## config.mk

```make
export PLATFORM = sky130hd
export DESIGN_NAME = orbit_camera_rotation
export DESIGN_NICKNAME = d
export VERILOG_FILES = /design/src/sv/ocr_pkg.sv /design/src/sv/orbit_camera_rotation.sv
export SDC_FILE = /design/constraint.sdc
export NUM_CORES = 2
export LEC_CHECK = 0
export BUFFER_PORTS_ARGS = -buffer_cell sky130_fd_sc_hd__buf_2
export CORE_MARGIN = 1.5
export CORE_UTILIZATION = 40
export CTS_BUF_LIST = sky130_fd_sc_hd__clkbuf_2 sky130_fd_sc_hd__clkbuf_4 sky130_fd_sc_hd__clkbuf_8
export DETAILED_ROUTE_END_ITERATION = 8
export RECOVER_POWER = 50
export SLEW_MARGIN = 20
export SYNTH_ARGS = -nofsm -noshare
export SYNTH_HDL_FRONTEND = slang
export SYNTH_SLANG_ARGS = --single-unit
```

## constraint.sdc

```tcl
create_clock -name clk -period 10.2 [get_ports clk]
set_input_delay 0.51 -clock clk [delete_from_list [all_inputs] [get_ports clk]]
set_output_delay 0.51 -clock clk [all_outputs]
set_load 0.005 [all_outputs]
```

## src/sv/ocr_pkg.sv

```systemverilog
// shared types, codes and tables for the orbit camera rotation block
`default_nettype none
package ocr_pkg;

  // sequencer states
  typedef enum logic [3:0] {
    S_IDLE,
    S_LOAD,
    S_DIV,
    S_CINIT,
    S_CORD,
    S_ROUND,
    S_MUL,
    S_DONE
  } ocr_state_t;

  // input kinds
  localparam logic [1:0] MODE_ADD_PITCH = 2'd0;
  localparam logic [1:0] MODE_ADD_YAW   = 2'd1;
  localparam logic [1:0] MODE_SET_PITCH = 2'd2;
  localparam logic [1:0] MODE_SET_YAW   = 2'd3;

  // register indexes
  localparam logic [2:0] REG_PITCH_LIMIT  = 3'd0;
  localparam logic [2:0] REG_HOME_X       = 3'd1;
  localparam logic [2:0] REG_HOME_Y       = 3'd2;
  localparam logic [2:0] REG_HOME_Z       = 3'd3;
  localparam logic [2:0] REG_PITCH_ENABLE = 3'd4;
  localparam logic [2:0] REG_YAW_ENABLE   = 3'd5;
  localparam logic [2:0] REG_UP_ENABLE    = 3'd6;

  localparam logic [22:0] PITCH_LIMIT_RST = 23'd5898174;

  // degrees-to-turn division: (deg*8192 + 22) / 45, biased positive by 45*2^39
  localparam int DIV_W = 48;
  localparam int DIV_STEPS = 12;
  localparam logic [DIV_W-1:0] DIV_BIAS = 48'd24739011624960;
  localparam logic [6:0] DIV_DEN = 7'd45;

  // cordic start value in Q4.30
  localparam logic signed [33:0] CORDIC_GAIN = 34'sd652032874;

  // arctangent per step in 32-bit turns
  function automatic logic [31:0] atan_turn(input logic [4:0] i);
    logic [31:0] v;
    unique case (i)
      5'd0:  v = 32'd536870912;
      5'd1:  v = 32'd316933406;
      5'd2:  v = 32'd167458907;
      5'd3:  v = 32'd85004756;
      5'd4:  v = 32'd42667331;
      5'd5:  v = 32'd21354465;
      5'd6:  v = 32'd10679838;
      5'd7:  v = 32'd5340245;
      5'd8:  v = 32'd2670163;
      5'd9:  v = 32'd1335087;
      5'd10: v = 32'd667544;
      5'd11: v = 32'd333772;
      5'd12: v = 32'd166886;
      5'd13: v = 32'd83443;
      5'd14: v = 32'd41722;
      5'd15: v = 32'd20861;
      5'd16: v = 32'd10430;
      5'd17: v = 32'd5215;
      5'd18: v = 32'd2608;
      5'd19: v = 32'd1304;
      5'd20: v = 32'd652;
      5'd21: v = 32'd326;
      5'd22: v = 32'd163;
      5'd23: v = 32'd81;
      5'd24: v = 32'd41;
      5'd25: v = 32'd20;
      5'd26: v = 32'd10;
      5'd27: v = 32'd5;
      5'd28: v = 32'd3;
      5'd29: v = 32'd1;
      default: v = 32'd0;
    endcase
    return v;
  endfunction

  // saturate a 36-bit value to 32 bits
  function automatic logic [31:0] sat32(input logic signed [35:0] v);
    logic [31:0] r;
    if (v > 36'sd2147483647) begin
      r = 32'h7FFF_FFFF;
    end else if (v < -36'sd2147483648) begin
      r = 32'h8000_0000;
    end else begin
      r = v[31:0];
    end
    return r;
  endfunction

endpackage
`default_nettype wire

```

## src/sv/orbit_camera_rotation.sv

```systemverilog
// orbit camera pitch/yaw tracking with cordic trig and rotated home position
//
//  channel | direction | handshake               | payload
//  in_     | slave     | in_tvalid / in_tready   | tdata angle, tuser mode
//  out_    | master    | out_tvalid / out_tready | tdata angles, position, up terms
//  cfg_    | slave     | cfg_valid / cfg_ready   | cfg_index, cfg_data
//
// each of the two angles of an item goes through the degrees-to-turn divider and the
// shared cordic unit one step per cycle, then one shared multiplier runs eight products.
// reset (rst_n low, synchronous) clears angles, up terms and registers to defaults.
// in_tready is high only while idle; a finished result waits in the output register
// and the next item may be taken while it waits.
`default_nettype none
module orbit_camera_rotation #(
  parameter int FRAC_BITS    = 16,
  parameter int CORDIC_ITERS = 18
) (
  input  wire logic         clk,
  input  wire logic         rst_n,
  input  wire logic         in_tvalid,
  output logic              in_tready,
  input  wire logic [31:0]  in_tdata,   // angle[31:0]
  input  wire logic [1:0]   in_tuser,   // mode[1:0]
  output logic              out_tvalid,
  input  wire logic         out_tready,
  // pitch_now[23:0] yaw_now[55:24] pos_x[87:56] pos_y[119:88] pos_z[151:120]
  // up_x_out[169:152] up_z_out[187:170], zero above
  output logic [191:0]      out_tdata,
  input  wire logic         cfg_valid,
  output logic              cfg_ready,
  input  wire logic [2:0]   cfg_index,
  input  wire logic [31:0]  cfg_data
);
  import ocr_pkg::*;

  localparam int BW   = FRAC_BITS + 2;
  localparam int SH   = 30 - FRAC_BITS;
  localparam int AW   = 36;
  localparam int PW   = AW + BW;
  localparam int ACCW = PW + 1;

  ocr_state_t state_r, state_nxt;

  // configuration
  logic [22:0]        pitch_limit_r;
  logic signed [31:0] home_x_r, home_y_r, home_z_r;
  logic               pitch_en_r, yaw_en_r, up_en_r;

  // angle state
  logic signed [23:0] pitch_r;
  logic signed [31:0] yaw_r;
  logic signed [17:0] up_x_r, up_z_r;
  logic               do_up_r, sel_r;

  // datapath registers
  logic [4:0]              cnt_r;
  logic [DIV_W-1:0]        num_r;
  logic [5:0]              rem_r;
  logic [31:0]             quot_r;
  logic signed [33:0]      x_r, y_r;
  logic signed [31:0]      a_r;
  logic [1:0]              q_r;
  logic signed [BW-1:0]    cp_r, sp_r, cy_r, sy_r;
  logic signed [PW-1:0]    prod_r;
  logic signed [ACCW-1:0]  acc_r;
  logic signed [AW-1:0]    z1_r, y1_r, px_r, pz_r;
  logic                    out_valid_r;
  logic [191:0]            out_data_r;

  // angle update on input transfer
  logic signed [31:0] ang_w;
  logic signed [33:0] psum_w, ysum_w, lim_w;
  logic signed [23:0] pitch_new_w;
  logic signed [31:0] yaw_new_w;
  logic               is_yaw_w;

  always_comb begin
    ang_w    = $signed(in_tdata);
    lim_w    = $signed({11'b0, pitch_limit_r});
    is_yaw_w = (in_tuser == MODE_ADD_YAW) || (in_tuser == MODE_SET_YAW);
    if (in_tuser == MODE_ADD_PITCH) begin
      psum_w = 34'(pitch_r) + 34'(ang_w);
    end else begin
      psum_w = 34'(ang_w);
    end
    if (in_tuser == MODE_ADD_YAW) begin
      ysum_w = 34'(yaw_r) + 34'(ang_w);
    end else begin
      ysum_w = 34'(ang_w);
    end
    if (psum_w > lim_w) begin
      pitch_new_w = lim_w[23:0];
    end else if (psum_w < -lim_w) begin
      pitch_new_w = 24'(-lim_w);
    end else begin
      pitch_new_w = psum_w[23:0];
    end
    if (ysum_w > 34'sd2147483647) begin
      yaw_new_w = 32'sh7FFF_FFFF;
    end else if (ysum_w < -34'sd2147483648) begin
      yaw_new_w = 32'sh8000_0000;
    end else begin
      yaw_new_w = ysum_w[31:0];
    end
  end

  // divider: four quotient bits per cycle, remainder below 45
  logic [5:0] rem_w;
  logic [3:0] qbits_w;
  logic [6:0] trial_w;

  always_comb begin
    rem_w   = rem_r;
    qbits_w = '0;
    trial_w = '0;
    for (int j = 0; j < 4; j++) begin
      trial_w = {rem_w, num_r[DIV_W-1-j]};
      if (trial_w >= DIV_DEN) begin
        rem_w          = 6'(trial_w - DIV_DEN);
        qbits_w[3-j]   = 1'b1;
      end else begin
        rem_w          = trial_w[5:0];
      end
    end
  end

  // degrees of the angle being worked on
  logic signed [31:0] deg_w;
  logic [DIV_W-1:0]   num_init_w;
  logic [31:0]        zturn_w;

  always_comb begin
    deg_w      = sel_r ? yaw_r : 32'(pitch_r);
    num_init_w = DIV_W'($signed({{(DIV_W-32){deg_w[31]}}, deg_w}) <<< 13) + 48'd22 + DIV_BIAS;
    zturn_w    = quot_r + 32'h2000_0000;
  end

  // cordic step
  logic signed [33:0] dx_w, dy_w;
  logic signed [31:0] atan_w;

  always_comb begin
    dx_w   = y_r >>> cnt_r;
    dy_w   = x_r >>> cnt_r;
    atan_w = $signed(atan_turn(cnt_r));
  end

  // rounding to FRAC_BITS and to 16 bits, clamped, then quadrant fold
  logic signed [33:0] xa_w, ya_w, xs_w, ys_w, x16_w, y16_w;
  logic signed [BW-1:0] cc_w, ss_w, c_w, s_w;
  logic signed [17:0]   cc16_w, ss16_w, c16_w, s16_w;
  localparam logic signed [33:0] ONE_F  = 34'sd1 <<< FRAC_BITS;
  localparam logic signed [33:0] ONE_16 = 34'sd65536;

  always_comb begin
    xa_w  = x_r + (34'sd1 <<< (SH - 1));
    ya_w  = y_r + (34'sd1 <<< (SH - 1));
    xs_w  = xa_w >>> SH;
    ys_w  = ya_w >>> SH;
    x16_w = (x_r + 34'sd8192) >>> 14;
    y16_w = (y_r + 34'sd8192) >>> 14;
    if (xs_w > ONE_F) cc_w = BW'(ONE_F);
    else if (xs_w < -ONE_F) cc_w = BW'(-ONE_F);
    else cc_w = xs_w[BW-1:0];
    if (ys_w > ONE_F) ss_w = BW'(ONE_F);
    else if (ys_w < -ONE_F) ss_w = BW'(-ONE_F);
    else ss_w = ys_w[BW-1:0];
    if (x16_w > ONE_16) cc16_w = 18'(ONE_16);
    else if (x16_w < -ONE_16) cc16_w = 18'(-ONE_16);
    else cc16_w = x16_w[17:0];
    if (y16_w > ONE_16) ss16_w = 18'(ONE_16);
    else if (y16_w < -ONE_16) ss16_w = 18'(-ONE_16);
    else ss16_w = y16_w[17:0];
    unique case (q_r)
      2'd0: begin c_w = cc_w;  s_w = ss_w;  c16_w = cc16_w;  s16_w = ss16_w;  end
      2'd1: begin c_w = -ss_w; s_w = cc_w;  c16_w = -ss16_w; s16_w = cc16_w;  end
      2'd2: begin c_w = -cc_w; s_w = -ss_w; c16_w = -cc16_w; s16_w = -ss16_w; end
      default: begin c_w = ss_w; s_w = -cc_w; c16_w = ss16_w; s16_w = -cc16_w; end
    endcase
  end

  // multiplier operand select and accumulate
  logic signed [AW-1:0]   mop_a_w;
  logic signed [BW-1:0]   mop_b_w;
  logic [2:0]             k_w;
  logic                   neg_w;
  logic signed [ACCW-1:0] addend_w, sum_w, rnd_w;

  always_comb begin
    unique case (cnt_r[2:0])
      3'd0: begin mop_a_w = AW'(home_y_r); mop_b_w = sp_r; end
      3'd1: begin mop_a_w = AW'(home_z_r); mop_b_w = cp_r; end
      3'd2: begin mop_a_w = AW'(home_y_r); mop_b_w = cp_r; end
      3'd3: begin mop_a_w = AW'(home_z_r); mop_b_w = sp_r; end
      3'd4: begin mop_a_w = AW'(home_x_r); mop_b_w = cy_r; end
      3'd5: begin mop_a_w = z1_r;          mop_b_w = sy_r; end
      3'd6: begin mop_a_w = z1_r;          mop_b_w = cy_r; end
      default: begin mop_a_w = AW'(home_x_r); mop_b_w = sy_r; end
    endcase
    k_w      = 3'(cnt_r - 5'd1);
    neg_w    = (k_w == 3'd3) || (k_w == 3'd7);
    addend_w = neg_w ? -ACCW'(prod_r) : ACCW'(prod_r);
    sum_w    = acc_r + addend_w;
    rnd_w    = (sum_w + (ACCW'(1) <<< (FRAC_BITS - 1))) >>> FRAC_BITS;
  end

  // next state
  always_comb begin
    state_nxt = state_r;
    unique case (state_r)
      S_IDLE:  if (in_tvalid) state_nxt = S_LOAD;
      S_LOAD:  state_nxt = S_DIV;
      S_DIV:   if (cnt_r == 5'(DIV_STEPS - 1)) state_nxt = S_CINIT;
      S_CINIT: state_nxt = S_CORD;
      S_CORD:  if (cnt_r == 5'(CORDIC_ITERS - 1)) state_nxt = S_ROUND;
      S_ROUND: state_nxt = sel_r ? S_MUL : S_LOAD;
      S_MUL:   if (cnt_r == 5'd8) state_nxt = S_DONE;
      S_DONE:  if (!out_valid_r || out_tready) state_nxt = S_IDLE;
      default: state_nxt = S_IDLE;
    endcase
  end

  // handshake outputs
  always_comb begin
    in_tready  = (state_r == S_IDLE);
    cfg_ready  = 1'b1;
    out_tvalid = out_valid_r;
    out_tdata  = out_data_r;
  end

  // sequencer and control state
  always_ff @(posedge clk) begin
    if (!rst_n) begin
      state_r     <= S_IDLE;
      out_valid_r <= 1'b0;
      pitch_r     <= '0;
      yaw_r       <= '0;
      up_x_r      <= '0;
      up_z_r      <= '0;
      do_up_r     <= 1'b0;
      sel_r       <= 1'b0;
    end else begin
      state_r <= state_nxt;
      if (state_r == S_DONE && (!out_valid_r || out_tready)) begin
        out_valid_r <= 1'b1;
      end else if (out_valid_r && out_tready) begin
        out_valid_r <= 1'b0;
      end
      if (state_r == S_IDLE && in_tvalid) begin
        sel_r   <= 1'b0;
        do_up_r <= is_yaw_w && yaw_en_r && up_en_r;
        if (!is_yaw_w && pitch_en_r) pitch_r <= pitch_new_w;
        if (is_yaw_w && yaw_en_r) yaw_r <= yaw_new_w;
      end
      if (state_r == S_ROUND) begin
        sel_r <= 1'b1;
        if (sel_r && do_up_r) begin
          up_z_r <= c16_w;
          up_x_r <= s16_w;
        end
      end
    end
  end

  // configuration writes
  always_ff @(posedge clk) begin
    if (!rst_n) begin
      pitch_limit_r <= PITCH_LIMIT_RST;
      home_x_r      <= '0;
      home_y_r      <= '0;
      home_z_r      <= '0;
      pitch_en_r    <= 1'b1;
      yaw_en_r      <= 1'b1;
      up_en_r       <= 1'b0;
    end else if (cfg_valid) begin
      unique case (cfg_index)
        REG_PITCH_LIMIT:  pitch_limit_r <= cfg_data[22:0];
        REG_HOME_X:       home_x_r      <= $signed(cfg_data);
        REG_HOME_Y:       home_y_r      <= $signed(cfg_data);
        REG_HOME_Z:       home_z_r      <= $signed(cfg_data);
        REG_PITCH_ENABLE: pitch_en_r    <= cfg_data[0];
        REG_YAW_ENABLE:   yaw_en_r      <= cfg_data[0];
        REG_UP_ENABLE:    up_en_r       <= cfg_data[0];
        default: ;
      endcase
    end
  end

  // shared datapath
  always_ff @(posedge clk) begin
    unique case (state_r)
      S_LOAD: begin
        num_r <= num_init_w;
        rem_r <= '0;
        cnt_r <= '0;
      end
      S_DIV: begin
        num_r  <= num_r << 4;
        rem_r  <= rem_w;
        quot_r <= {quot_r[27:0], qbits_w};
        cnt_r  <= cnt_r + 5'd1;
      end
      S_CINIT: begin
        q_r   <= zturn_w[31:30];
        a_r   <= $signed({2'b00, zturn_w[29:0]}) - 32'sh2000_0000;
        x_r   <= CORDIC_GAIN;
        y_r   <= '0;
        cnt_r <= '0;
      end
      S_CORD: begin
        if (!a_r[31]) begin
          x_r <= x_r - dx_w;
          y_r <= y_r + dy_w;
          a_r <= a_r - atan_w;
        end else begin
          x_r <= x_r + dx_w;
          y_r <= y_r - dy_w;
          a_r <= a_r + atan_w;
        end
        cnt_r <= cnt_r + 5'd1;
      end
      S_ROUND: begin
        if (sel_r) begin
          cy_r <= c_w;
          sy_r <= s_w;
        end else begin
          cp_r <= c_w;
          sp_r <= s_w;
        end
        cnt_r <= '0;
      end
      S_MUL: begin
        prod_r <= mop_a_w * mop_b_w;
        if (cnt_r != 5'd0) begin
          if (!k_w[0]) begin
            acc_r <= addend_w;
          end else begin
            unique case (k_w[2:1])
              2'd0: z1_r <= rnd_w[AW-1:0];
              2'd1: y1_r <= rnd_w[AW-1:0];
              2'd2: px_r <= rnd_w[AW-1:0];
              default: pz_r <= rnd_w[AW-1:0];
            endcase
          end
        end
        cnt_r <= cnt_r + 5'd1;
      end
      S_DONE: begin
        if (!out_valid_r || out_tready) begin
          out_data_r <= {4'b0, up_z_r, up_x_r, sat32(pz_r), sat32(y1_r), sat32(px_r),
                         yaw_r, pitch_r};
        end
      end
      default: ;
    endcase
  end

endmodule
`default_nettype wire
```

Yosys cells after proc, flatten, opt, wreduce, memory -nomap -nowiden
Memory sizes are Yosys's and may differ from the RTL's. A register that Yosys moved wholly into a read port is not among the register bits. Index checks and enable logic that the tools add are counted.

Add/subtract/negate cells: 26. Multiply operators: 1. Div/mod/pow operators: 0. $lt $le $gt $ge: 18. Equal/unequal tests: 35. Shifts and indexed selects: 2. Multiplexer cells: 48. Bitwise operators: 3. Reductions and logical operators: 52.

Operators by type and width (number): 32-bit two-way mux (7); 18-bit case mux with 3 select lines (3); 34-bit two-way mux (4); 34-bit case mux with 2 select lines (2); 36-bit by 32-bit greater-than comparator with 1-bit output, second input constant (3); 36-bit by 32-bit less-than comparator with 1-bit output, second input constant (3); 36-bit case mux with 3 select lines (1); 48-bit case mux with 2 select lines (1); 18-bit two-way mux (4); 34-bit by 15-bit adder with 34-bit output, second input constant (2); 34-bit adder (2); 34-bit by 5-bit >>> shifter with 34-bit output (2); 34-bit subtractor (2); 32-bit case mux with 2 select lines (1); 52-bit by 17-bit adder with 52-bit output, second input constant (1); 52-bit adder (1); 36-bit by 18-bit multiplier with 52-bit output (1); 52-bit two-way mux (1); 52-bit negator (1); 24-bit two-way mux (2); 46-bit by 46-bit adder with 47-bit output, second input constant (1); 45-bit by 6-bit adder with 46-bit output, second input constant (1); 20-bit by 18-bit greater-than comparator with 1-bit output, second input constant (2); 20-bit by 17-bit less-than comparator with 1-bit output, second input constant (2); other kinds (50) (135).

Register bits after elaboration: 922. Bits in latches: 0. Memory bits (writable): 0. Memory bits (read-only): 960. Output and inout bits: 195. Logic and storage cells: 223. Memories: 1.

Memory list: (name not given) (words 32, bits a word 30, rd ports 1, clocked after Yosys merged registers in 1, wr ports 0, RTL line ocr_pkg.sv:46) `unique case (i)`.

Depth between registers and ports, before layout
Word-level depth: 9. Depth in mapped cells: 40. Mapped depth without buffers: 33.

Worst setup path after synthesis
Ideal clock, no wire load.

Path type: register to register. Start: reg state_r[0]. End: reg out_data_r[0] (netlist: out_tdata[0]) (enable). Setup time: 0.760 ns. Arrival: 8.971 ns. Required time: 9.440 ns. Path slack: 0.469 ns. Stages on the path, launching flop included: 4. Buffers on the path: 1. Period minus slack after synthesis: 9.731 ns. Cell sequence: dfxtp_1 > clkbuf_1 > nand3_1 > nor2b_1.

Cells in the longest elaborated chain, start to end: 2.

RTL lines: from (decl) (RTL line orbit_camera_rotation.sv:42) `ocr_state_t state_r, state_nxt;`; from (signal assigned) (RTL line orbit_camera_rotation.sv:243) `state_r <= state_nxt;`; 4-bit by 3-bit equality test with 1-bit output (RTL line orbit_camera_rotation.sv:291) `unique case (state_r)`; 2-bit AND reduction (no source line); to (signal assigned) (RTL line orbit_camera_rotation.sv:350) `out_data_r <= {4'b0, up_z_r, up_x_r, sat32(pz_r), sat32(y1_r), sat32(px_r),`; to (decl) (RTL line orbit_camera_rotation.sv:68) `logic [191:0] out_data_r;`.

Every way passes these cells. A chain may end at the register's enable or synchronous reset.

Worst setup path after layout
Start: reg cnt_r[0]. End: reg prod_r[50] (data pin).

Cells in the longest elaborated chain, start to end: 4. Elaborated cells on any way between the ends: 16. Those cells by class: mul (1); eq/ne (6); mux (2); reduce/logical (7).

RTL lines: from (decl) (RTL line orbit_camera_rotation.sv:56) `logic [4:0] cnt_r;`; from (signal assigned) (RTL line orbit_camera_rotation.sv:301) `cnt_r <= cnt_r + 5'd1;`; from (signal assigned) (RTL line orbit_camera_rotation.sv:320) `cnt_r <= cnt_r + 5'd1;`; from (signal assigned) (RTL line orbit_camera_rotation.sv:346) `cnt_r <= cnt_r + 5'd1;`; 3-bit equality test, or another cell as far along (RTL line orbit_camera_rotation.sv:190) `unique case (cnt_r[2:0])`; 2-bit OR reduction (no source line); 36-bit case mux with 3 select lines / 18-bit case mux with 3 select lines (equally long branches) (RTL line orbit_camera_rotation.sv:190); 36-bit by 18-bit multiplier with 52-bit output * (RTL line orbit_camera_rotation.sv:333) `prod_r <= mop_a_w * mop_b_w;`; to (signal assigned) (RTL line orbit_camera_rotation.sv:333); to (decl) (RTL line orbit_camera_rotation.sv:64) `logic signed [PW-1:0] prod_r;`.

Every way passes the cells marked *; elsewhere a longest branch is shown, timed or not.

==> metrics.cfg <==
[critical_path]
critPathLaunch = cnt_r[0]
r2r_slack_ps = 280
cp.arrival_ps = 10590
regToRegStartpoint = cnt_r[0]
reg2reg_to = prod_r[50]
crit_required_ps = 10860
cp-endpoint = prod_r[50]
cp_slowest_stage_delay_ps = 660
crit_fanout = 22
path_common_cell = fa_1
cp-start-kind = flip-flop
cp_slowest_cell = o311ai_1
worst_setup_path_end_kind = flip-flop
critPathKind = flip-flop to flip-flop
r2r_cells = 30

[cells_and_area]
layout-area-overhead-vs-synth_pct = 10.76
final_util_pct = 44.55
most-common-layout-cells = nand2_1, inv_1, nor2_1
fillers = 18950
drive_gt1_share_pct = 9.074
final_nets = 9706
seqCellArea_mm2 = 0.02585
mostFrequentLayoutCell = nand2_1
multi_input_area_mm2 = 0.04867
fin_area_mm2 = 0.08776

[die]
die_h_um = 448.1
dieArea_mm2 = 0.2008
io_pins = 269
coreArea_mm2 = 0.1970
die-width_um = 448.1
placementRows = 163
start_util_pct = 40.22

[global_route]
grt_pass1_wl_um = 390400
grt_pass1_vias = 63110
grt_overflow = 0
grt_start_max_net_pins = 159
grt_util_all_layers_pct = 25.64
antenna_found_initial = 15

[clock_network]
clock_sinks = 944
h-tree-depth = 4
clk_latency_ps = 930
clk_pin_slew_ps = 60
max-clock-path-buffers = 3
cts_tree = built
clockRootBuffer = clkbuf_8
cts_buffers = 167

[drt]
viasPerCell = 5.618
wirelength_um = 260200
drtAntennaViolNets = 0
dr.pass1.iters = 8
vias = 63750
detail_route.wl_per_cell_um = 22.93
drt_iter0_markers = 5934
drc = 0

[sta]
timing.final.crit_share_pct = 97.30
finalHoldViolCount = 0
period_needed_ps = 9924
setup_violations = 0
fin_skew_ps = 53.90
fmaxAchievable_mhz = 100.8
worst_pin_slew_ps = 3777
fin_ws_ps = 275.6
final.setup.tns_ps = 0
slew_headroom_pct = -151.8
report.final.slew_viol_count = 882

[placed_design]
dp_hpwl_um = 200400
place_ws_ps = -100.6
place.port_buffers = 263
place_area_mm2 = 0.08344
place.gp.congestion = 0.9875

[yosys]
syn-instance-count = 8328
syn-cell-area_mm2 = 0.07924
ys_seq_area_share_pct = 32.62
synth_edf_count = 694
avgSynthCellArea_um2 = 9.514
yosysWarnings = 0
synthFlopType = edfxtp_1
ys_seq_elements = 944
async_reset_ff_share_pct = 0
ys_types = 116

[job]
drv_cap = 21

[outcome]
violations = capacitance limit, slew limit
outcome = complete, but fails checks

[hold_path]
hp-start = in_tdata[24]
worstHoldPathType = primary input to flip-flop

## cells by family after synthesis
family | count (synthesis) | share of synthesized area (%)
simple gates | 2556 | 14.06
mux | 239 | 4.617
fa+ha+maj | 1083 | 22.86
buf+inv | 1278 | 6.196
compound gates | 1783 | 14.74
xor+xnor | 443 | 4.897
other cells | 2 | 0.009478
flops | 944 | 32.62
## through the flow
stage / hold slack, ps / std cells
finish: 130.7 / 11350
global route: 110.7 / 11350
CTS: 8.329 / 11330
detailed placement: 423.8 / 10950
global placement: 419.0 / 10950
floorplan: 400.1 / 8331
## state kept, by name, indices dropped and copies added (netlist names), 32 cells and up
signal and count:
home_z_r 32, y1_r 36, prod_r 52, yaw_r 32
acc_r 52, x_r 34, out_tdata 188, home_y_r 32
quot_r 32, y_r 34, pz_r 36, num_r 41
home_x_r 32, px_r 36, a_r 32, z1_r 36
## per-layer routing
metal  GRT usage, %  vias up  part of all wire [%]
met3          4.399      524                   7.2
met1          33.48    31600                    42
li1               -    29230                     -
met2          41.86     2402                    47
met5              0        -                0.0065
met4          10.94        2                   4.4
## cells in the mapped netlist (40+ instances only)
library cell	count	area, µm²
a211oi_1	71	533.0
a21o_1	158	1186
a21oi_1	482	2412
a222oi_1	44	440.4
a31oi_1	75	469.2
and2_1	58	362.9
and3_1	53	331.6
buf_1	40	150.1
clkbuf_1	348	1306
dfxtp_1	250	5005
edfxtp_1	694	20840
fa_1	608	12170
ha_1	474	5931
inv_1	849	3187
mux2i_1	102	1021
mux4_2	97	2185
nand2_1	1152	4324
nand2b_1	52	325.3
nand3_1	115	575.6
nand4_1	46	287.8
nor2_1	755	2834
nor2b_1	48	300.3
nor3_1	110	550.5
o211ai_1	52	390.4
o21a_1	180	1351
o21ai_0	327	1637
o21ai_1	50	250.2
o21bai_1	44	330.3
xnor2_1	295	2584
xor2_1	148	1296
## worst min path at each step
stage	endpoint	slack [ps]	depth (start not counted)
after global routing	yaw_r[1]	110	5
after detailed placement	out_tdata[173]	420	0
after floorplan	out_tdata[163]	400	0
after global placement	out_tdata[173]	420	0
final	yaw_r[24]	130	3
after CTS	yaw_r[24]	8	3
## repair_timing
action,4_1_cts,5_1_grt
endpoints found under the setup margin,3,14
hold buffers,66,0
hold endpoints to repair,153,0
buffers inserted,0,0
resized for setup,1,9
## worst max-delay path, delay by kind of cell (launching register included)
kind | cells | cell delay, ps
AO/OA/AOI/OAI | 9 | 2950
XOR/XNOR | 1 | 140
adder cells (fa/ha/maj) | 9 | 3990
buffers and inverters | 6 | 1000
flip-flops | 1 | 510
AND/OR/NAND/NOR | 5 | 1060
## layout make-up
type / instances / area share, %
sequential: 944 / 29.45
tap: 2640 / 3.764
antenna: 12 / 0.03422
clock inverter: 74 / 1.018
clock buffer: 240 / 3.386
multi-input combinational: 6109 / 55.45
inverter: 856 / 3.663
timing repair buffer: 472 / 3.232
Power is left out: the tool's default activity adds up to more than one toggle a clock period on the data nets, which glitch-free logic cannot reach.
